--- src/fsc_pkg.sv ---
`timescale 1ns / 1ps
// ----------------------------------------------------------------------------
// Flash save command controller package
// Sizes, bus addresses, command codes and shared types of the controller.
// ----------------------------------------------------------------------------
package fsc_pkg;

   // Array geometry. BANK_BYTES and SECTOR_BYTES are powers of two.
   localparam int BANK_BYTES   = 65536;
   localparam int BANK_COUNT   = 2;
   localparam int SECTOR_BYTES = 4096;
   localparam int TOTAL_BYTES  = BANK_BYTES * BANK_COUNT;

   localparam int OFS_W = $clog2(BANK_BYTES);
   localparam int MEM_AW = (TOTAL_BYTES > 1) ? $clog2(TOTAL_BYTES) : 1;

   localparam int ADDR_W      = 28;
   localparam int DATA_W      = 8;
   localparam int REQ_TDATA_W = 40;
   localparam int CSR_IDX_W   = 1;

   localparam logic [ADDR_W-1:0] UNLOCK_ADDR_A = 28'hE005555;
   localparam logic [ADDR_W-1:0] UNLOCK_ADDR_B = 28'hE002AAA;
   localparam logic [ADDR_W-1:0] ID_ADDR_MAKER = 28'hE000000;
   localparam logic [ADDR_W-1:0] ID_ADDR_PART  = 28'hE000001;

   localparam logic [DATA_W-1:0] UNLOCK_BYTE_A = 8'hAA;
   localparam logic [DATA_W-1:0] UNLOCK_BYTE_B = 8'h55;
   localparam logic [DATA_W-1:0] ERASED_BYTE   = 8'hFF;

   localparam logic [DATA_W-1:0] CMD_ID_ENTER    = 8'h90;
   localparam logic [DATA_W-1:0] CMD_ID_EXIT     = 8'hF0;
   localparam logic [DATA_W-1:0] CMD_ERASE_ARM   = 8'h80;
   localparam logic [DATA_W-1:0] CMD_CHIP_ERASE  = 8'h10;
   localparam logic [DATA_W-1:0] CMD_SECT_ERASE  = 8'h30;
   localparam logic [DATA_W-1:0] CMD_WRITE_ARM   = 8'hA0;
   localparam logic [DATA_W-1:0] CMD_BANK_ARM    = 8'hB0;

   localparam logic [CSR_IDX_W-1:0] CSR_MAKER_ID = 1'd0;
   localparam logic [CSR_IDX_W-1:0] CSR_PART_ID  = 1'd1;

   localparam logic [MEM_AW-1:0] SECTOR_MASK = MEM_AW'(SECTOR_BYTES - 1);
   localparam logic [MEM_AW-1:0] LAST_CELL   = MEM_AW'(TOTAL_BYTES - 1);

   typedef enum logic [2:0] {
      MODE_READY,
      MODE_UNLOCK1,
      MODE_UNLOCK2,
      MODE_CHIPID,
      MODE_ERASE_ARMED,
      MODE_WRITE_ARMED,
      MODE_BANK_ARMED
   } mode_type;

   typedef enum logic {
      SEQ_IDLE,
      SEQ_READ
   } seq_type;

   typedef struct packed {
      logic              go;
      logic [MEM_AW-1:0] first;
      logic [MEM_AW-1:0] last;
   } sweep_cmd_type;

   typedef struct packed {
      logic              wr_en;
      logic [MEM_AW-1:0] wr_addr;
      logic [DATA_W-1:0] wr_data;
      logic              rd_en;
      logic [MEM_AW-1:0] rd_addr;
   } mem_ctl_type;

   typedef struct packed {
      logic load;
      logic id_hit;
      logic id_part;
   } rsp_ctl_type;

   // Array cell of a bus address in the given bank.
   function automatic logic [MEM_AW-1:0] cell_addr(input logic bank,
                                                    input logic [ADDR_W-1:0] addr);
      logic bank_eff;
      bank_eff = (BANK_COUNT > 1) ? bank : 1'b0;
      return MEM_AW'({bank_eff, addr[OFS_W-1:0]});
   endfunction

endpackage

--- src/fsc_ctrl.sv ---
`timescale 1ns / 1ps
// ----------------------------------------------------------------------------
// Command controller
// Command mode machine, bank register and access sequencing.
// ----------------------------------------------------------------------------
module fsc_ctrl
   import fsc_pkg::*;
(
   input  logic              clock,
   input  logic              reset,
   input  logic              req_valid,
   output logic              req_ready,
   input  logic              req_action,
   input  logic [ADDR_W-1:0] req_addr,
   input  logic [DATA_W-1:0] req_byte,
   output logic              rsp_valid,
   input  logic              rsp_ready,
   input  logic              sweep_busy,
   output sweep_cmd_type     sweep_cmd,
   output mem_ctl_type       mem_ctl,
   output rsp_ctl_type       rsp_ctl
);

   mode_type mode_ff, mode_in;
   seq_type  seq_ff, seq_in;
   logic     bank_ff, bank_in;
   logic     rsp_valid_ff, rsp_valid_in;
   logic     id_hit_ff, id_hit_in;
   logic     id_part_ff, id_part_in;

   logic              accept;
   logic              wr_acc;
   logic              rd_acc;
   logic [MEM_AW-1:0] acc_addr;
   logic              chip_erase;
   logic              sect_erase;
   logic              byte_write;

   assign accept   = req_valid && req_ready;
   assign wr_acc   = accept && req_action;
   assign rd_acc   = accept && !req_action;
   assign acc_addr = cell_addr(bank_ff, req_addr);

   // Command mode machine, advanced by write transactions.
   always_comb begin
      mode_in    = mode_ff;
      bank_in    = bank_ff;
      chip_erase = 1'b0;
      sect_erase = 1'b0;
      byte_write = 1'b0;
      if (wr_acc) begin
         if (mode_ff == MODE_BANK_ARMED && req_addr == ID_ADDR_MAKER) begin
            bank_in = (BANK_COUNT > 1) ? req_byte[0] : 1'b0;
            mode_in = MODE_READY;
         end else begin
            unique case (mode_ff)
               MODE_READY: begin
                  if (req_byte == UNLOCK_BYTE_A && req_addr == UNLOCK_ADDR_A) begin
                     mode_in = MODE_UNLOCK1;
                  end
               end
               MODE_UNLOCK1: begin
                  if (req_byte == UNLOCK_BYTE_B && req_addr == UNLOCK_ADDR_B) begin
                     mode_in = MODE_UNLOCK2;
                  end
               end
               MODE_WRITE_ARMED: begin
                  byte_write = 1'b1;
                  mode_in    = MODE_READY;
               end
               MODE_UNLOCK2, MODE_CHIPID, MODE_ERASE_ARMED, MODE_BANK_ARMED: begin
                  unique case (req_byte)
                     CMD_ID_ENTER:   mode_in = MODE_CHIPID;
                     CMD_ID_EXIT:    mode_in = MODE_READY;
                     CMD_ERASE_ARM:  mode_in = MODE_ERASE_ARMED;
                     CMD_WRITE_ARM:  mode_in = MODE_WRITE_ARMED;
                     CMD_BANK_ARM:   mode_in = MODE_BANK_ARMED;
                     CMD_CHIP_ERASE: begin
                        if (mode_ff == MODE_ERASE_ARMED) begin
                           chip_erase = 1'b1;
                           mode_in    = MODE_READY;
                        end
                     end
                     CMD_SECT_ERASE: begin
                        sect_erase = (mode_ff == MODE_ERASE_ARMED);
                        mode_in    = MODE_READY;
                     end
                     default: mode_in = mode_ff;
                  endcase
               end
               default: mode_in = MODE_READY;
            endcase
         end
      end
   end

   // Access sequencer: a read passes through SEQ_READ while the array read completes.
   always_comb begin
      seq_in = seq_ff;
      unique case (seq_ff)
         SEQ_IDLE: begin
            if (rd_acc) begin
               seq_in = SEQ_READ;
            end
         end
         SEQ_READ: seq_in = SEQ_IDLE;
         default:  seq_in = SEQ_IDLE;
      endcase
   end

   always_comb begin
      req_ready    = (seq_ff == SEQ_IDLE) && !sweep_busy && (!rsp_valid_ff || rsp_ready);
      rsp_valid_in = rsp_valid_ff && !rsp_ready;
      if (seq_ff == SEQ_READ) begin
         rsp_valid_in = 1'b1;
      end
      id_hit_in  = id_hit_ff;
      id_part_in = id_part_ff;
      if (rd_acc) begin
         id_hit_in  = (mode_ff == MODE_CHIPID) &&
                      (req_addr == ID_ADDR_MAKER || req_addr == ID_ADDR_PART);
         id_part_in = (req_addr == ID_ADDR_PART);
      end

      sweep_cmd.go    = chip_erase || sect_erase;
      sweep_cmd.first = chip_erase ? '0 : (acc_addr & ~SECTOR_MASK);
      sweep_cmd.last  = chip_erase ? LAST_CELL : (acc_addr | SECTOR_MASK);

      mem_ctl.wr_en   = byte_write;
      mem_ctl.wr_addr = acc_addr;
      mem_ctl.wr_data = req_byte;
      mem_ctl.rd_en   = rd_acc;
      mem_ctl.rd_addr = acc_addr;

      rsp_ctl.load    = (seq_ff == SEQ_READ);
      rsp_ctl.id_hit  = id_hit_ff;
      rsp_ctl.id_part = id_part_ff;
   end

   always_ff @(posedge clock) begin
      if (reset) begin
         mode_ff      <= MODE_READY;
         seq_ff       <= SEQ_IDLE;
         bank_ff      <= 1'b0;
         rsp_valid_ff <= 1'b0;
      end else begin
         mode_ff      <= mode_in;
         seq_ff       <= seq_in;
         bank_ff      <= bank_in;
         rsp_valid_ff <= rsp_valid_in;
      end
   end

   always_ff @(posedge clock) begin
      id_hit_ff  <= id_hit_in;
      id_part_ff <= id_part_in;
   end

   assign rsp_valid = rsp_valid_ff;

endmodule

--- config.mk ---
export PLATFORM = sky130hd
export DESIGN_NAME = fsc_ctrl
export DESIGN_NICKNAME = d
export VERILOG_FILES = /design/src/fsc_pkg.sv /design/src/fsc_ctrl.sv
export SDC_FILE = /design/constraint.sdc
export NUM_CORES = 1
export LEC_CHECK = 0
export ABC_AREA = 1
export BUFFER_PORTS_ARGS = -buffer_cell sky130_fd_sc_hd__buf_2
export CORE_MARGIN = 3
export CORE_UTILIZATION = 40
export CTS_CLUSTER_DIAMETER = 120
export CTS_CLUSTER_SIZE = 28
export DETAILED_ROUTE_END_ITERATION = 10
export PLACE_DENSITY = 0.82
export RECOVER_POWER = 50
export SYNTH_ARGS = -nofsm -noshare
export SYNTH_HDL_FRONTEND = slang
export SYNTH_SLANG_ARGS = --single-unit
export TNS_END_PERCENT = 100
--- constraint.sdc ---
create_clock -name clock -period 1.75 [get_ports clock]
set_clock_uncertainty 0.15 [all_clocks]
set_input_delay 0.175 -clock clock [delete_from_list [all_inputs] [get_ports clock]]
set_output_delay 0.175 -clock clock [all_outputs]
set_load 0.02 [all_outputs]
* Word-level counts from Yosys, hierarchy flattened
Cells that the tools add are included.
Word-level totals: latch bits 0, bits in read-only memories 0, flip-flop bits (word level) 8, output and inout bits 84, memories kept 0, word-level logic and storage cells 75, input bits 42, bits in writable memories 0
Operators by class: bitwise logic cells 1, divide/modulo/power cells 0, multipliers 0, reduce and logical (&&, ||, !) cells 22, $add $sub $neg 0, order comparisons 0, mux-type cells 23, shift operators 0, eq/ne operators 23
Operators with widths (number):
- $eq A28 B28 Y1 const B | 4
- $eq A8 B8 Y1 const B | 6
- $mux W17 | 2
- $pmux W3 S6 | 1
- $mux W1 | 14
- $mux W3 | 4
- $logic_and A1 B1 Y1 | 10
- $eq A3 B3 Y1 const B | 3
- $pmux W3 S3 | 1
- $eq A8 B5 Y1 const B | 1
- $eq A8 B6 Y1 const B | 1
- $eq A8 B7 Y1 const B | 1
- $ne A8 B4 Y1 const B | 1
- $eq A3 B2 Y1 const B | 2
- $ne A3 B3 Y1 const B | 2
- $reduce_and A5 Y1 | 1
- $logic_not A1 Y1 | 4
- $ne A4 B4 Y1 const B | 1
- $reduce_or A4 Y1 | 1
- $eq A3 B1 Y1 const B | 1
- $logic_not A3 Y1 | 1
- $logic_or A1 B1 Y1 | 3
- $pmux W1 S2 | 1
- $reduce_and A2 Y1 | 1
- 2 further kinds | 2

* Logic depth before layout (Yosys ltp)
depth after elaboration 7, depth in mapped cells 12, mapped depth without buffers 12

* Worst setup path before layout
Ideal clock, no wire load.
kind register -> output, from register rsp_valid_ff (netlist: rsp_valid), to output port sweep_cmd[34] in the netlist's numbering, data required time 1.425 ns, path buffers 0, stages on the path, launching flop included 6, data arrival time 1.651 ns, setup slack -0.226 ns, cells stage by stage dfxtp_1 -> nand2_2 -> nand2_2 -> nor3b_4 -> nand2_1 -> o41ai_1
RTL lines:
- start: declaration | line fsc_ctrl.sv:27 | logic rsp_valid_ff, rsp_valid_in;
- start signal: assignment | line fsc_ctrl.sv:150 | rsp_valid_ff <= rsp_valid_in;
- end: declaration | line fsc_ctrl.sv:19 | output sweep_cmd_type sweep_cmd,

==> results.py <==
metrics = {
    "drt": {
        "drc": 0,
        "drt_pre_antenna_iters": 4,
        "ant_nets": 0,
        "post_drt_wl_per_cell_um": 10.53,
        "vias_per_cell": 4.461,
        "wirelength_mm": 4.087,
        "drt_iter0_markers": 124,
        "vias": 1731,
    },
    "sta": {
        "max_freq_mhz": 537.4,
        "finalMaxSlewViolations": 0,
        "period_needed_ns": 1.861,
        "hold_violations": 0,
        "finalSetupViolCount": 13,
        "whs_ns": 0.08896,
        "fin_ws_ns": -0.1107,
        "fin_crit_sh": 1.063,
        "rsz0062_at_grt": "true",
    },
    "setup_path": {
        "path_max_fanout": 3,
        "start_kind": "flip-flop",
        "regToRegSetupSlack_ns": -0.05,
        "crit_chain": "nand2_2, nand2_4, nor3b_4, nand2_2, buf_6, buf_6, nor3_2, buf_4",
        "critPathArrivalTime_ns": 1.54,
        "cp_slowest_cell": "dfxtp_2",
        "crit_type": "flip-flop to output port",
        "critPathMaxStageDelay_ns": 0.32,
        "end_kind": "output port",
        "critPathRequiredTime_ns": 1.42,
    },
    "power_and_ir_drop": {
        "power_leakage_uw": 0.001042,
        "powerDensity_nw_per_um2": 405.6,
        "ir_drop_mv": 0.1799,
    },
    "logic_synthesis": {
        "synth_flop_cell": "dfxtp_1",
        "synthTopCellsByCount": "71 x buf_4, 50 x nor2_1, 48 x nand2_1, 28 x inv_1, 10 x nand3_1",
        "syn_area_um2": 1584,
        "yosys-top-cells-area": "buf_4 34%, nor2_1 12%, nand2_1 11%",
        "synth-seq-cells": 8,
        "synth_edf_count": 2,
        "synth.distinct_cells": 25,
        "yosysTopAreaCell": "buf_4",
        "syn_inst": 263,
        "synth.yosys.seq_area_share": 0.1137,
        "synth_warnings": 0,
        "synth_most_common_cell": "buf_4",
        "syn_avg_cell_area_um2": 6.023,
        "synth_top_cell_area_share": 0.3365,
        "synthArstFlopShare": 0,
    },
    "floorplanning": {
        "io_pins": 126,
        "die_area_um2": 4751,
        "core_um2": 3744,
        "num_rows": 22,
        "dieWidth_um": 68.93,
        "dieHeight_um": 68.93,
        "start_util": 0.4231,
    },
    "clocking": {
        "clk_pin_slew_worst_paths_ns": 0.05,
        "cts_buffer_depth": 2,
        "h-tree-depth": 1,
        "cts_sinks": 8,
        "cts_buffers": 3,
        "cts_tree": "yes",
        "clk_latency_ns": 0.23,
        "cts_root_buf": "clkbuf_8",
    },
    "final_layout": {
        "multi_input_area_um2": 898.4,
        "drive_gt1_frac": 0.4118,
        "n_antenna_cell": 0,
        "seqCellArea_um2": 182.7,
        "nFillCells": 396,
        "final_net_count": 383,
        "fin_util": 0.5348,
        "synthToLayoutAreaGrowth_pct": 26.38,
    },
    "min_path": {
        "hp-class": "primary input to flip-flop",
    },
    "global_route": {
        "grt_pass1_vias": 1471,
        "grt-ovfl-total": 0,
        "track_usage": 0.1603,
        "grt_start_max_net_pins": 8,
        "grt_first_pass_wirelength_mm": 5.975,
        "antenna_found_initial": 0,
    },
    "run_status": {
        "violations": "setup timing",
        "outcome": "finished with violations",
    },
    "placement": {
        "dp_hpwl_mm": 3.389,
        "place.gp.congestion": 0.8554,
        "portBuffers": 101,
    },
    "run": {
        "max_cap_violations": 0,
    },
}
[area by class of cell]
cell class | instances | area share
multi-input cells | 173 | 0.4488
repair buffers | 122 | 0.3431
flip-flops and latches | 8 | 0.09125
inverters | 33 | 0.06438
well taps | 48 | 0.03000
clock buffers | 4 | 0.02250
[metal layers]
metal	global-route usage	routed length [µm]	vias up
li1	-	-	869
met1	0.1849	1464	771
met2	0.3071	2195	87
met3	0.03404	396	4
met4	0.01946	31	0
met5	0	0	-
[worst paths after layout]
check	cells after the start	startpoint	endpoint
setup / recovery	8	rsp_valid	mem_ctl[43]
hold / removal	2	req_action	seq_ff
setup reg to reg	9	rsp_valid	mode_ff[2]
hold reg to reg	2	seq_ff	rsp_valid
[sequential cells by signal, indices dropped and copies added (netlist names)]
signal,cells
mode_ff,3
bank_ff,1
id_hit_ff,1
id_part_ff,1
rsp_valid,1
seq_ff,1
[cells in the final DEF, fill, tap and decap left out, drive strengths merged]
| cell | instances |
|---|---|
| inv | 32 |
| clkbuf | 29 |
| conb | 24 |
| and2 | 1 |
| nor2 | 56 |
| o41ai | 1 |
| nand4 | 6 |
| buf | 96 |
| clkinv | 1 |
| edfxtp | 2 |
| dlygate4sd3 | 1 |
| nor3 | 7 |
| dfxtp | 6 |
| nand2 | 55 |
| nor3b | 2 |
| o21ai | 1 |
| nand3 | 13 |
| nor4 | 1 |
| a21oi | 6 |
[cells by family after synthesis]
kind of cell           after synthesis  share of synthesized area
and+or+nand+nor                    141                     0.4321
buffers and inverters              104                     0.4147
AOI/OAI and AO/OA                    8                    0.03475
DFF                                  8                     0.1137
other                                2                   0.004741
[repair_timing]
item                       4_1_cts  5_1_grt
buffers inserted                 5        3
hold endpoints to repair         2        0
resized for setup               19       20
setup endpoints to repair       13       17
hold buffers                     1        0
pin swaps                        9        8
[worst max-delay path, delay by kind of cell, from the launching register on]
kind                   cells  cell delay, ns
flip-flops                 1            0.32
buffers and inverters      3            0.39
AND/OR/NAND/NOR            5            0.59
[through the flow]
stage               setup TNS (ns)  worst slack (ns)  total power, µW  cells  cell area (µm²)
floorplan                        0           0.03852            506.8    285             1674
global placement        -0.0005900        -0.0005900            548.3    376             1804
detailed placement         -0.2089          -0.05019            551.2    376             1804
CTS                        -0.7337          -0.09747            803.5    386             1952
global route                -1.915           -0.1773            860.7    388             2002
finish                     -0.8282           -0.1107            812.0    388             2002
[report_power, final]
| part | internal (µW) | leakage, µW | switching, µW | total [µW] |
|---|---|---|---|---|
| Combinational | 125 | 0.000955 | 249 | 374 |
| Sequential | 193 | 0.0000643 | 1.13 | 194 |
| Clock | 159 | 0.0000228 | 84.6 | 244 |
No activity file was read; power rests on OpenSTA's default activity.
