--- src/fsc_pkg.sv ---
`timescale 1ns / 1ps
// ----------------------------------------------------------------------------
// Flash save command controller package
// Sizes, bus addresses, command codes and shared types of the controller.
// ----------------------------------------------------------------------------
package fsc_pkg;

   // Array geometry. BANK_BYTES and SECTOR_BYTES are powers of two.
   localparam int BANK_BYTES   = 65536;
   localparam int BANK_COUNT   = 2;
   localparam int SECTOR_BYTES = 4096;
   localparam int TOTAL_BYTES  = BANK_BYTES * BANK_COUNT;

   localparam int OFS_W = $clog2(BANK_BYTES);
   localparam int MEM_AW = (TOTAL_BYTES > 1) ? $clog2(TOTAL_BYTES) : 1;

   localparam int ADDR_W      = 28;
   localparam int DATA_W      = 8;
   localparam int REQ_TDATA_W = 40;
   localparam int CSR_IDX_W   = 1;

   localparam logic [ADDR_W-1:0] UNLOCK_ADDR_A = 28'hE005555;
   localparam logic [ADDR_W-1:0] UNLOCK_ADDR_B = 28'hE002AAA;
   localparam logic [ADDR_W-1:0] ID_ADDR_MAKER = 28'hE000000;
   localparam logic [ADDR_W-1:0] ID_ADDR_PART  = 28'hE000001;

   localparam logic [DATA_W-1:0] UNLOCK_BYTE_A = 8'hAA;
   localparam logic [DATA_W-1:0] UNLOCK_BYTE_B = 8'h55;
   localparam logic [DATA_W-1:0] ERASED_BYTE   = 8'hFF;

   localparam logic [DATA_W-1:0] CMD_ID_ENTER    = 8'h90;
   localparam logic [DATA_W-1:0] CMD_ID_EXIT     = 8'hF0;
   localparam logic [DATA_W-1:0] CMD_ERASE_ARM   = 8'h80;
   localparam logic [DATA_W-1:0] CMD_CHIP_ERASE  = 8'h10;
   localparam logic [DATA_W-1:0] CMD_SECT_ERASE  = 8'h30;
   localparam logic [DATA_W-1:0] CMD_WRITE_ARM   = 8'hA0;
   localparam logic [DATA_W-1:0] CMD_BANK_ARM    = 8'hB0;

   localparam logic [CSR_IDX_W-1:0] CSR_MAKER_ID = 1'd0;
   localparam logic [CSR_IDX_W-1:0] CSR_PART_ID  = 1'd1;

   localparam logic [MEM_AW-1:0] SECTOR_MASK = MEM_AW'(SECTOR_BYTES - 1);
   localparam logic [MEM_AW-1:0] LAST_CELL   = MEM_AW'(TOTAL_BYTES - 1);

   typedef enum logic [2:0] {
      MODE_READY,
      MODE_UNLOCK1,
      MODE_UNLOCK2,
      MODE_CHIPID,
      MODE_ERASE_ARMED,
      MODE_WRITE_ARMED,
      MODE_BANK_ARMED
   } mode_type;

   typedef enum logic {
      SEQ_IDLE,
      SEQ_READ
   } seq_type;

   typedef struct packed {
      logic              go;
      logic [MEM_AW-1:0] first;
      logic [MEM_AW-1:0] last;
   } sweep_cmd_type;

   typedef struct packed {
      logic              wr_en;
      logic [MEM_AW-1:0] wr_addr;
      logic [DATA_W-1:0] wr_data;
      logic              rd_en;
      logic [MEM_AW-1:0] rd_addr;
   } mem_ctl_type;

   typedef struct packed {
      logic load;
      logic id_hit;
      logic id_part;
   } rsp_ctl_type;

   // Array cell of a bus address in the given bank.
   function automatic logic [MEM_AW-1:0] cell_addr(input logic bank,
                                                    input logic [ADDR_W-1:0] addr);
      logic bank_eff;
      bank_eff = (BANK_COUNT > 1) ? bank : 1'b0;
      return MEM_AW'({bank_eff, addr[OFS_W-1:0]});
   endfunction

endpackage

--- src/fsc_sweep.sv ---
`timescale 1ns / 1ps
// ----------------------------------------------------------------------------
// Erase sweep unit
// Walks a range of array cells one per cycle so that each can be erased.
// ----------------------------------------------------------------------------
module fsc_sweep
   import fsc_pkg::*;
(
   input  logic              clock,
   input  logic              reset,
   input  sweep_cmd_type     sweep_cmd,
   output logic              busy,
   output logic [MEM_AW-1:0] cur_addr
);

   logic              busy_ff, busy_in;
   logic [MEM_AW-1:0] cnt_ff, cnt_in;
   logic [MEM_AW-1:0] last_ff, last_in;

   always_comb begin
      busy_in = busy_ff;
      cnt_in  = cnt_ff;
      last_in = last_ff;
      if (sweep_cmd.go) begin
         busy_in = 1'b1;
         cnt_in  = sweep_cmd.first;
         last_in = sweep_cmd.last;
      end else if (busy_ff) begin
         if (cnt_ff == last_ff) begin
            busy_in = 1'b0;
         end else begin
            cnt_in = cnt_ff + MEM_AW'(1);
         end
      end
   end

   // Reset starts a full pass so the whole array reads as erased.
   always_ff @(posedge clock) begin
      if (reset) begin
         busy_ff <= 1'b1;
         cnt_ff  <= '0;
         last_ff <= LAST_CELL;
      end else begin
         busy_ff <= busy_in;
         cnt_ff  <= cnt_in;
         last_ff <= last_in;
      end
   end

   assign busy     = busy_ff;
   assign cur_addr = cnt_ff;

endmodule

--- config.mk ---
export PLATFORM = sky130hd
export DESIGN_NAME = fsc_sweep
export DESIGN_NICKNAME = d
export VERILOG_FILES = /design/src/fsc_pkg.sv /design/src/fsc_sweep.sv
export SDC_FILE = /design/constraint.sdc
export NUM_CORES = 1
export LEC_CHECK = 0
export BUFFER_PORTS_ARGS = -buffer_cell sky130_fd_sc_hd__buf_4
export CORE_UTILIZATION = 40
export CTS_BUF_LIST = sky130_fd_sc_hd__clkbuf_2 sky130_fd_sc_hd__clkbuf_4 sky130_fd_sc_hd__clkbuf_8
export DETAILED_ROUTE_END_ITERATION = 10
export HOLD_SLACK_MARGIN = 0.1
export SYNTH_ARGS = -nofsm -noshare
export SYNTH_HDL_FRONTEND = slang
export SYNTH_SLANG_ARGS = --single-unit
--- constraint.sdc ---
create_clock -name clock -period 3.09 [get_ports clock]
set_input_delay 0.4635 -clock clock [delete_from_list [all_inputs] [get_ports clock]]
set_output_delay 0.4635 -clock clock [all_outputs]
set_load 0.01 [all_outputs]
* Word-level counts from Yosys, hierarchy flattened
Index checks and enable logic that the tools add are counted.
Word-level totals: logic and storage cells 14, register bits 35, output and inout port bits 18, input bits 37
Operators by class: multiplexer cells 5, reduce and logical (&&, ||, !) cells 3, equality and inequality tests 2, add/sub/neg operators 1
Operators by type and width (count):
- $mux W17 | 3
- $add A17 B1 Y17 const B | 1
- $eq A17 B17 Y1 | 1
- $mux W1 | 2
- $ne A2 B2 Y1 const B | 1
- $reduce_and A2 Y1 | 1
- $reduce_bool A2 Y1 | 1
- $reduce_or A2 Y1 | 1

* Depth between registers and ports, before layout
Gate-level depths: netlist (run 1).
depth in word-level cells 4, depth in mapped cells 7, mapped depth without buffers 7

* Worst setup path before layout (run 1)
OpenSTA, ideal clock, no wires.
path type register to register, start reg cnt_ff[8] (netlist: cur_addr[8]), end reg cnt_ff[8] (netlist: cur_addr[8]), arrival 1.807 ns, stages on the path, launching flop included 8, clock period less this slack 1.892 ns, setup time 0.086 ns, data required time 3.004 ns, setup slack 1.198 ns, buffers on the path 1, path through dfxtp_1 -> xnor2_1 -> nand4_1 -> nor4_4 -> buf_2 -> a211oi_1 -> xnor2_1 -> a211oi_1
Between the ends: cells in the longest elaborated chain, start to end 4, elaborated cells on any way between the ends 7, classes of those cells 1 x add/sub; 2 x eq/ne; 3 x mux; 1 x reduce/logical
RTL lines:
- start: declaration | RTL line fsc_sweep.sv:17 | logic [MEM_AW-1:0] cnt_ff, cnt_in;
- start signal: assignment | RTL line fsc_sweep.sv:45 | cnt_ff <= cnt_in;
- $add A17 B1 Y17 | RTL line fsc_sweep.sv:32 | cnt_in = cnt_ff + MEM_AW'(1);
- $mux W17 | RTL line fsc_sweep.sv:29 | if (cnt_ff == last_ff) begin
- $mux W17 | RTL line fsc_sweep.sv:28 | end else if (busy_ff) begin
- $mux W17 | RTL line fsc_sweep.sv:24 | if (sweep_cmd.go) begin
Several ways; a longest one is shown, not always the timed one. The select of a mux whose other input is x is not followed. A chain may end at the register's enable or synchronous reset.

* Worst setup path after layout (run 1)
start reg cnt_ff[8] (netlist: cur_addr[8]), end reg cnt_ff[14] (netlist: cur_addr[14])
Same word-level chain as after synthesis.

==> run summary, run 1 <==
Status - finished, final reports clean
Setup TNS - 0 ns
Arr. time, crit path - 2.45 ns
Synth Register Bits - 35
Final setup fails - 0
Input/output buffers - 54
DRC violations left - 0
Most common cell in the netlist - dfxtp_1
Maximum clock frequency - 441 MHz
Syn nets - 242
# Post-CTS Setup Buffers - 0
Pleak - 1.00 nW
Die area - 4820 µm²
Gr ovfl total - 0
Worst-margin pin slew - 0.898 ns
Synth async-reset ratio - 0
Drt initial violations - 90
# nets final - 292
WP buf/inv - 0
WP data required - 3.28 ns
Die width - 69.4 µm
Post-synth EDFFs - 0
Post-synth top cells - dfxtp_1, nand2_1, xnor2_1
Antenna viol nets, final - 0
RSZ-0062 raised after global routing - false
Rows - 24
CP endpoint kind - flop
Fin. Hold Viols - 0
Yosys warnings - 0
Initial core utilization - 0.417
Top cell type by total area after synthesis - dfxtp_1
Max-slew headroom - 0.401
Detail-routed net length per standard cell - 14.4 µm
Crit path launch - cur_addr[8]$_SDFFE_PP0P_
Initial antenna violation count - 0
CTS Buf Count - 5
Slowest CP cell - nor4_4
Register area share after synthesis - 0.386
Top-area cell type share of the netlist area - 0.386
Core box area - 4350 µm²
Final-report max-slew violation count - 0
Mapped Area - 1820 µm²
Synth Instances - 204
R2r setup slk - 0.82 ns
Layout Utilization - 0.543
Worst-case vdd ir drop - 0.264 mV
Detail Placement HPWL - 3.13 mm
Max-Cap Viols - 0
# clock sinks - 35
WP depth - 6
Reg-to-reg endpoint - cur_addr[14]$_SDFFE_PP0P_
Die H - 69.4 µm
Worst flop-to-flop path startpoint - cur_addr[8]$_SDFFE_PP0P_
Min-delay worst type - in2reg
Period utilisation layout - 0.733
Syn avg cell area - 8.91 µm²
Final WL - 4.42 mm
Root buffer cell - clkbuf_8
Fillers - 430
Startpoint types - flop
Num ports - 55
Synth area leaders - dfxtp_1, xnor2_1, mux2i_1
DR vias/cell - 5.09
Worst path cell trace - xnor2_1 -> nand4_1 -> nor4_4 -> and2_4 -> o31ai_1 -> a311oi_1
RD Place Congestion - 0.793
Clock Latency Late Sink - 0.28 ns
Area delta synth->final - 30.2%
Hold Startpoint - sweep_cmd[16]
Synth cell types - 32
Post-layout min period - 2.27 ns
Clock slew at the register clock pins of the worst setup and hold paths - 0.07 ns
Top FF cell, synth - dfxtp_1
Drt pass-1 iters - 4
CP max FO - 13
Vias in the first global route - 1,519
Critical path class - reg2reg
Largest net degree at the start of global routing - 32
Antenna diodes - 0
CP delay by family, top - simple AND/OR/NAND/NOR gates
CTS tree - built
CTS resizes - 0
Layout cells sized above 1 - 0.278
Vias - 1,563
GRT Overall Usage - 0.191
Critical Path Max Stage Delay - 0.75 ns
Post-Route Skew - 0.00551 ns
CP endpoint - cur_addr[14]$_SDFFE_PP0P_
First-pass GRT wire length - 7.35 mm
Cells on worst reg2reg path - 6
Power Dens Cells - 474 nW/µm²
CTS Buffer Depth - 2
Hold Buf Count CTS - 0
H-tree levels - 2
power by group:
part / internal, W / switching [W]
clock: 0.000261 / 0.000165
sequential: 0.000482 / 0.0000396
combinational: 0.0000992 / 0.0000755
total: 0.000842 / 0.000280
metrics by stage:
stage                     hold slack [ns]  total power (W)  cell area, µm²  setup slack [ns]  cells
after floorplan                     0.462         0.000622            1820              1.20    204
after global placement              0.478         0.000707            2250             0.835    299
after detailed placement            0.483         0.000708            2250             0.871    299
after CTS                           0.386          0.00113            2370             0.836    307
after global routing                0.388          0.00117            2370             0.607    307
final                               0.390          0.00112            2370             0.824    307
per-layer routing:
layer / routed length (µm) / track usage / vias up / share of wire
li1: - / - / 811 / -
met1: 2100 / 0.251 / 701 / 0.48
met2: 2030 / 0.313 / 44 / 0.46
met3: 239 / 0.0451 / 7 / 0.054
met4: 42 / 0.0544 / 0 / 0.0095
met5: 0 / 0 / - / 0
sequential cells by signal, summed over array words and instances (netlist names):
signal    cells
cur_addr     17
busy          1
last_ff      17
layout make-up:
class,count,area (µm²),area share
clock inverters,2,35.0,0.0148
clock buffers,6,82.6,0.0349
flip-flops and latches,35,701,0.296
multi-input cells,151,1050,0.443
well taps,52,65.1,0.0275
repair buffers,55,413,0.175
inverters,6,22.5,0.00952
layout by cell type, fill, tap and decap left out, drive strengths merged:
cell	instances
a2111oi	1
a211oi	9
a21boi	1
a21oi	14
a311oi	2
and2	1
and3	3
and4	1
buf	55
bufinv	1
clkbuf	6
clkinv	1
dfxtp	35
ha	1
inv	6
mux2i	20
nand2	28
nand3	5
nand4	6
nor2	8
nor3	4
nor4	3
o211ai	2
o21ai	7
o31ai	2
or2	1
or3	1
or4	2
xnor2	26
xor2	3
tightest hold or removal path: cells and delay by family:
kind | cells | cell delay (ns)
buf+inv | 1 | 0.08
mux | 1 | 0.05
simple gates | 1 | 0.05
worst min path at each step:
stage,depth (start not counted),slack [ns],to
3_3_place_gp,2,0.48,last_ff[9]$_SDFFE_PP1P_
2_1_floorplan,2,0.46,last_ff[3]$_SDFFE_PP1P_
5_1_grt,3,0.39,last_ff[1]$_SDFFE_PP1P_
4_1_cts,3,0.39,last_ff[15]$_SDFFE_PP1P_
3_5_place_dp,2,0.48,last_ff[16]$_SDFFE_PP1P_
6_report,3,0.39,last_ff[16]$_SDFFE_PP1P_
logic make-up (layout without fill, tap and decap cells):
family                     Yosys count  in the layout  synth area share
muxes                               20             20             0.110
buffers and inverters               18             69            0.0379
and+or+nand+nor                     63             63             0.182
adders and majority gates            1              1           0.00689
AOI/OAI and AO/OA                   38             38             0.138
xor gates and xnor gates            29             29             0.140
DFF                                 35             35             0.386
Note: power is estimated with default switching activity, not from simulation.
==> run 2: changes to the inputs <==
--- a/config.mk
+++ b/config.mk
@@ -10,6 +10,7 @@
 export CTS_BUF_LIST = sky130_fd_sc_hd__clkbuf_2 sky130_fd_sc_hd__clkbuf_4 sky130_fd_sc_hd__clkbuf_8
 export DETAILED_ROUTE_END_ITERATION = 10
 export HOLD_SLACK_MARGIN = 0.1
+export PLACE_DENSITY = 0.67
 export SYNTH_ARGS = -nofsm -noshare
 export SYNTH_HDL_FRONTEND = slang
 export SYNTH_SLANG_ARGS = --single-unit
==> constraint.sdc (replaced) <==
create_clock -name clock -period 1.83 [get_ports clock]
set_input_delay 0.2745 -clock clock [delete_from_list [all_inputs] [get_ports clock]]
set_output_delay 0.2745 -clock clock [all_outputs]
set_load 0.01 [all_outputs]
==> run 2 against run 1 <==
Effect of this change: fmax up 25%; cell count up 8.1%; register-to-register slack worse by 0.81 ns; clock skew up 0.0054 ns; hold slack worse by 0.20 ns; critical endpoint is now cur_addr[0]$_SDFFE_PP0P_; largest power group unchanged.
==> run summary, run 2 (synthesis gave the netlist of run 1 again) <==
Status - finished, final reports clean (unchanged)
Clock Latency Late Sink - 0.30 ns (was 0.28 ns)
Vias in the first global route - 1,619 (was 1,519)
Fin. Hold Viols - 0 (unchanged)
H-tree levels - 2 (unchanged)
Rows - 24 (unchanged)
Clock slew at the register clock pins of the worst setup and hold paths - 0.08 ns (was 0.07 ns)
DR vias/cell - 5.25 (was 5.09)
Max-Cap Viols - 0 (unchanged)
Detail Placement HPWL - 3.59 mm (was 3.13 mm)
Input/output buffers - 54 (unchanged)
Worst-case vdd ir drop - 0.486 mV (was 0.264 mV)
Gr ovfl total - 0 (unchanged)
WP data required - 2.03 ns (was 3.28 ns)
Max-slew headroom - 0.670 (was 0.401)
# nets final - 317 (was 292)
Initial antenna violation count - 0 (unchanged)
RSZ-0062 raised after global routing - true (was false)
Layout cells sized above 1 - 0.407 (was 0.278)
Largest net degree at the start of global routing - 31 (was 32)
Period utilisation layout - 0.990 (was 0.733)
Worst flop-to-flop path startpoint - cur_addr[1]$_SDFFE_PP0P_ (was cur_addr[8]$_SDFFE_PP0P_)
Num ports - 55 (unchanged)
Detail-routed net length per standard cell - 14.4 µm (about the same)
Final WL - 4.80 mm (was 4.42 mm)
Pleak - 1.14 nW (was 1.00 nW)
# clock sinks - 35 (unchanged)
Cells on worst reg2reg path - 7 (was 6)
Fillers - 386 (was 430)
Drt pass-1 iters - 4 (unchanged)
Critical path class - reg2reg (unchanged)
CP max FO - 7 (was 13)
Die width - 69.4 µm (unchanged)
Root buffer cell - clkbuf_8 (unchanged)
Post-layout total power - 0.00187 W (was 0.00112 W)
Core box area - 4350 µm² (unchanged)
Power Dens Cells - 706 nW/µm² (was 474 nW/µm²)
Arr. time, crit path - 2.01 ns (was 2.45 ns)
Worst-margin pin slew - 0.495 ns (was 0.898 ns)
CTS Buffer Depth - 2 (unchanged)
Final-report max-slew violation count - 0 (unchanged)
Reg-to-reg endpoint - cur_addr[0]$_SDFFE_PP0P_ (was cur_addr[14]$_SDFFE_PP0P_)
Maximum clock frequency - 552 MHz (was 441 MHz)
Worst hold endpoint - last_ff[0]$_SDFFE_PP1P_ (was last_ff[16]$_SDFFE_PP1P_)
Most frequent cells in the layout - buf_4, nand2_1, dfxtp_1 (was buf_4, dfxtp_1, nand2_1)
Post-layout min period - 1.81 ns (was 2.27 ns)
Drt initial violations - 108 (was 90)
CP endpoint kind - flop (unchanged)
Hold path depth - 3 (unchanged)
# Post-CTS Setup Buffers - 0 (unchanged)
R2r setup slk - 0.02 ns (was 0.82 ns)
Antenna viol nets, final - 0 (unchanged)
CTS tree - built (unchanged)
Die H - 69.4 µm (unchanged)
Initial core utilization - 0.417 (unchanged)
Hold Buf Count CTS - 0 (unchanged)
Placed Instance Area - 2450 µm² (was 2250 µm²)
RD Place Congestion - 0.865 (was 0.793)
Area delta synth->final - 45.5% (was 30.2%)
Most common cell after layout, fill and taps aside - buf_4 (unchanged)
GRT Overall Usage - 0.206 (was 0.191)
Min-delay worst type - in2reg (unchanged)
Antenna diodes - 0 (unchanged)
Vias - 1,742 (was 1,563)
DRC violations left - 0 (unchanged)
Post-Route Skew - 0.0109 ns (was 0.00551 ns)
Post-route cell area - 2640 µm² (was 2370 µm²)
Setup TNS - 0 ns (unchanged)
Die area - 4820 µm² (unchanged)
Final setup fails - 0 (unchanged)
Startpoint types - flop (unchanged)
First-pass GRT wire length - 7.66 mm (was 7.35 mm)
CTS Buf Count - 5 (unchanged)
Hold Startpoint - sweep_cmd[0] (was sweep_cmd[16])
## run 2: power by group
group          internal [W]  leakage, nW  switching [W]
clock network      0.000342       0.0505       0.000284
logic              0.000210        0.796       0.000164
registers          0.000815        0.292      0.0000513
## run 2: through the flow
step / util / hold slack (ns) / setup slack [ns] / std cells
floorplan: - / 0.377 / 0.000245 / 204
global placement: 0.564 / 0.476 / -0.0529 / 324
detailed placement: 0.564 / 0.487 / -0.0535 / 324
CTS: 0.590 / 0.187 / 0.00373 / 332
global route: 0.607 / 0.188 / -0.0998 / 332
finish: 0.607 / 0.187 / 0.0179 / 332
## run 2: timing repair
| item | 4_1_cts | 5_1_grt |
|---|---|---|
| setup endpoints to repair | 4 | 16 |
| gates resized for setup | 2 | 19 |
| pin swaps | 0 | 17 |
## run 2: worst max-delay path by stage
stage,start,endpoint,slack (ns),cells past startpoint
after floorplan,cur_addr[9]$_SDFFE_PP0P_,cur_addr[8]$_SDFFE_PP0P_,0.0002,7
after global placement,cur_addr[12]$_SDFFE_PP0P_,cur_addr[11]$_SDFFE_PP0P_,-0.05,7
after detailed placement,cur_addr[0]$_SDFFE_PP0P_,cur_addr[10]$_SDFFE_PP0P_,-0.05,6
after CTS,cur_addr[0]$_SDFFE_PP0P_,cur_addr[14]$_SDFFE_PP0P_,0.004,6
after global routing,cur_addr[1]$_SDFFE_PP0P_,cur_addr[0]$_SDFFE_PP0P_,-0.1,7
final,cur_addr[1]$_SDFFE_PP0P_,cur_addr[0]$_SDFFE_PP0P_,0.02,7
## run 2: routing by layer
metal | global-route usage | up-vias | routed length, µm | part of all wire
met5 | 0 | - | 0 | 0
met4 | 0.0975 | 0 | 107 | 0.022
met3 | 0.0480 | 9 | 244 | 0.051
met2 | 0.319 | 54 | 2290 | 0.48
met1 | 0.271 | 811 | 2160 | 0.45
li1 | - | 868 | - | -
## run 2: layout make-up
type | instances | area [µm²] | area share
clock buffers | 7 | 96.3 | 0.0364
clock inverters | 1 | 7.51 | 0.00284
inverters | 6 | 22.5 | 0.00852
multi-input cells | 151 | 1120 | 0.423
flip-flops and latches | 35 | 717 | 0.271
well taps | 52 | 65.1 | 0.0246
repair buffers | 80 | 617 | 0.233
## run 2: critical path, cell delays in order, from the launching register on
cell and delay (ns):
dfxtp_4 0.37, xnor2_2 0.15, nand4_1 0.18, nor4_4 0.37, buf_4 0.21, a21oi_2 0.10, xnor2_1 0.15, a211oi_1 0.19
==> run 3: changes to the inputs <==
--- a/config.mk
+++ b/config.mk
@@ -6,11 +6,13 @@
 export NUM_CORES = 1
 export LEC_CHECK = 0
 export BUFFER_PORTS_ARGS = -buffer_cell sky130_fd_sc_hd__buf_4
-export CORE_UTILIZATION = 40
+export CELL_PAD_IN_SITES_DETAIL_PLACEMENT = 1
+export CELL_PAD_IN_SITES_GLOBAL_PLACEMENT = 2
+export CORE_UTILIZATION = 28
 export CTS_BUF_LIST = sky130_fd_sc_hd__clkbuf_2 sky130_fd_sc_hd__clkbuf_4 sky130_fd_sc_hd__clkbuf_8
 export DETAILED_ROUTE_END_ITERATION = 10
 export HOLD_SLACK_MARGIN = 0.1
-export PLACE_DENSITY = 0.67
+export PLACE_DENSITY_LB_ADDON = 0.1
 export SYNTH_ARGS = -nofsm -noshare
 export SYNTH_HDL_FRONTEND = slang
 export SYNTH_SLANG_ARGS = --single-unit
==> constraint.sdc (replaced) <==
create_clock -name clock -period 1.83 [get_ports clock]
set_input_delay 0.2745 -clock clock [delete_from_list [all_inputs] [get_ports clock]]
set_output_delay 0.2745 -clock clock [all_outputs]
set_load 0.02 [all_outputs]
==> run 3 against run 2 <==
Effect of this change: clock power fell by 5.4%; first-iteration DRC count fell by 74%; clock-buffer cell count fell by 2; clock skew fell by 0.0045 ns; worst setup slack improved by 0.026 ns; combinational power rose by 14%; hold slack got worse by 0.0014 ns; critical endpoint is now cur_addr[5]$_SDFFE_PP0P_; largest cell class unchanged; largest power group unchanged; highest routed layer unchanged.
==> run summary, run 3 (synthesis gave the netlist of run 1 again) <==
Area delta synth->final - 53.2% (was 45.5%)
Worst-case vdd ir drop - 0.395 mV (was 0.486 mV)
Antenna viol nets, final - 0 (unchanged)
Layout cells sized above 1 - 0.467 (was 0.407)
Post-layout total power - 0.00189 W (was 0.00187 W)
Antenna diodes - 0 (unchanged)
DR vias/cell - 4.80 (was 5.25)
WP data required - 2.00 ns (was 2.03 ns)
Post-Route Skew - 0.00643 ns (was 0.0109 ns)
DRC violations left - 0 (unchanged)
Critical path class - reg2reg (unchanged)
# clock sinks - 35 (unchanged)
Hold path depth - 3 (unchanged)
Post-route cell area - 2780 µm² (was 2640 µm²)
Vias in the first global route - 1,817 (was 1,619)
Final setup fails - 0 (unchanged)
Clock slew at the register clock pins of the worst setup and hold paths - 0.08 ns (about the same)
Fillers - 726 (was 386)
CTS tree - built (unchanged)
Die H - 82.6 µm (was 69.4 µm)
Critical Path Max Stage Delay - 0.35 ns (was 0.37 ns)
Reg-to-reg endpoint - cur_addr[5]$_SDFFE_PP0P_ (was cur_addr[0]$_SDFFE_PP0P_)
Max-Cap Viols - 0 (unchanged)
Hold_ws - 0.186 ns (was 0.187 ns)
Cell repeated most along the worst path - buf_6
Maximum clock frequency - 560 MHz (was 552 MHz)
Post-layout min period - 1.79 ns (was 1.81 ns)
Gr ovfl total - 0 (unchanged)
WP buf/inv - 2 (was 1)
Clock Latency Late Sink - 0.29 ns (was 0.30 ns)
Rows - 28 (was 24)
CP max FO - 8 (was 7)
Arr. time, crit path - 1.96 ns (was 2.01 ns)
Num ports - 55 (unchanged)
Pleak - 1.20 nW (was 1.14 nW)
CTS Buf Count - 5 (unchanged)
Final WL - 5.63 mm (was 4.80 mm)
Most frequent cells in the layout - buf_4, nand2_1, xnor2_1, dfxtp_1, mux2i_1 (was buf_4, nand2_1, dfxtp_1)
Min-delay worst type - in2reg (unchanged)
Initial antenna violation count - 0 (unchanged)
Worst-margin pin slew - 0.434 ns (was 0.495 ns)
Status - finished, final reports clean (unchanged)
Drt pass-1 iters - 4 (unchanged)
Most common cell after layout, fill and taps aside - buf_4 (unchanged)
Worst path cell trace - xnor2_2 -> nand4_2 -> nor4_4 -> buf_6 -> buf_6 -> a21boi_1 -> xnor2_1 -> a21oi_1 (was xnor2_2 -> nand4_1 -> nor4_4 -> buf_4 -> a21oi_2 -> xnor2_1 -> a211oi_1)
Placed Instance Area - 2540 µm² (was 2450 µm²)
H-tree levels - 2 (unchanged)
Slowest CP cell - dfxtp_2 (was dfxtp_4)
GRT Overall Usage - 0.180 (was 0.206)
Period utilisation layout - 0.976 (was 0.990)
Cells on worst reg2reg path - 8 (was 7)
# nets final - 326 (was 317)
Detail Placement HPWL - 4.38 mm (was 3.59 mm)
Worst flop-to-flop path startpoint - cur_addr[11]$_SDFFE_PP0P_ (was cur_addr[1]$_SDFFE_PP0P_)
Root buffer cell - clkbuf_8 (unchanged)
CP delay by family, top - simple AND/OR/NAND/NOR gates (unchanged)
Final-report max-slew violation count - 0 (unchanged)
First-pass GRT wire length - 8.91 mm (was 7.66 mm)
Max-slew headroom - 0.710 (was 0.670)
CTS Buffer Depth - 2 (unchanged)
Vias - 1,746 (was 1,742)
Fin. Hold Viols - 0 (unchanged)
Drt initial violations - 28 (was 108)
R2r setup slk - 0.04 ns (was 0.02 ns)
RD Place Congestion - 0.836 (was 0.865)
Detail-routed net length per standard cell - 15.5 µm (was 14.4 µm)
Input/output buffers - 54 (unchanged)
Worst hold endpoint - last_ff[6]$_SDFFE_PP1P_ (was last_ff[0]$_SDFFE_PP1P_)
Hold Startpoint - sweep_cmd[6] (was sweep_cmd[0])
Die width - 82.6 µm (was 69.4 µm)
Initial core utilization - 0.298 (was 0.417)
RSZ-0062 raised after global routing - true (unchanged)
Core box area - 6100 µm² (was 4350 µm²)
Die area - 6810 µm² (was 4820 µm²)
Power Dens Cells - 678 nW/µm² (was 706 nW/µm²)
Startpoint types - flop (unchanged)
Hold Buf Count CTS - 0 (unchanged)
Largest net degree at the start of global routing - 32 (was 31)
CP endpoint kind - flop (unchanged)
==> run 3: cell types whose count changed in the layout (fill, tap and decap cells not counted), moves of 2 or more <==
cell      delta
dfxtp_2      +6
xnor2_2      +3
dfxtp_1      -5
xnor2_1      -3
clkinv_4     +2
buf_4        +8
buf_6        +2
clkbuf_8     -2
==> run 3: area by class of cell <==
type	instances	area [µm²]	share of cell area
Tap cell	75	93.8	0.0337
Timing Repair Buffer	89	679	0.244
Inverter	6	22.5	0.00809
Clock inverter	3	25.0	0.00899
Sequential cell	35	721	0.259
Clock buffer	5	68.8	0.0247
Multi-Input combinational cell	151	1170	0.422
==> run 3: metrics by stage <==
step	cells	setup slack, ns	TNS [ns]	util
global route	364	-0.0625	-0.559	0.457
CTS	364	0.00575	0	0.445
global placement	355	-0.0328	-0.126	0.417
finish	364	0.0440	0	0.457
floorplan	204	0.00281	0	-
detailed placement	355	-0.0671	-0.171	0.417
==> run 3: tightest hold or removal path: cells and delay by family <==
kind	cells	cell delay, ns
buffers and inverters	1	0.07
multiplexers	1	0.05
AND/OR/NAND/NOR	1	0.05
==> run 3: repair_timing <==
| action | CTS | global route |
|---|---|---|
| setup endpoints to repair | 11 | 18 |
| gates resized for setup | 14 | 16 |
| pin swaps | 6 | 17 |
| gates cloned | 0 | 0 |
| buffers inserted | 1 | 1 |
==> run 3: where the power goes <==
part           switching (W)  internal, W
combinational       0.000200     0.000228
clock               0.000320     0.000272
sequential         0.0000509     0.000817
total               0.000570      0.00132
==> run 3: how the worst max path moves through the flow <==
stage / slack [ns] / startpoint / depth (start not counted) / end
final: 0.04 / cur_addr[11]$_SDFFE_PP0P_ / 8 / cur_addr[5]$_SDFFE_PP0P_
after global routing: -0.06 / cur_addr[11]$_SDFFE_PP0P_ / 8 / cur_addr[16]$_SDFFE_PP0P_
after CTS: 0.006 / last_ff[11]$_SDFFE_PP1P_ / 8 / cur_addr[4]$_SDFFE_PP0P_
after detailed placement: -0.07 / cur_addr[2]$_SDFFE_PP0P_ / 8 / cur_addr[9]$_SDFFE_PP0P_
after global placement: -0.03 / last_ff[0]$_SDFFE_PP1P_ / 8 / cur_addr[7]$_SDFFE_PP0P_
after floorplan: 0.003 / cur_addr[0]$_SDFFE_PP0P_ / 7 / cur_addr[16]$_SDFFE_PP0P_
==> run 3: metal layers <==
layer  track usage  part of all wire  vias up
met2         0.312              0.48       41
met4        0.0586             0.015        0
met3        0.0385             0.041        8
met5             0                 0        -
li1              -                 -      884
met1         0.222              0.47      813
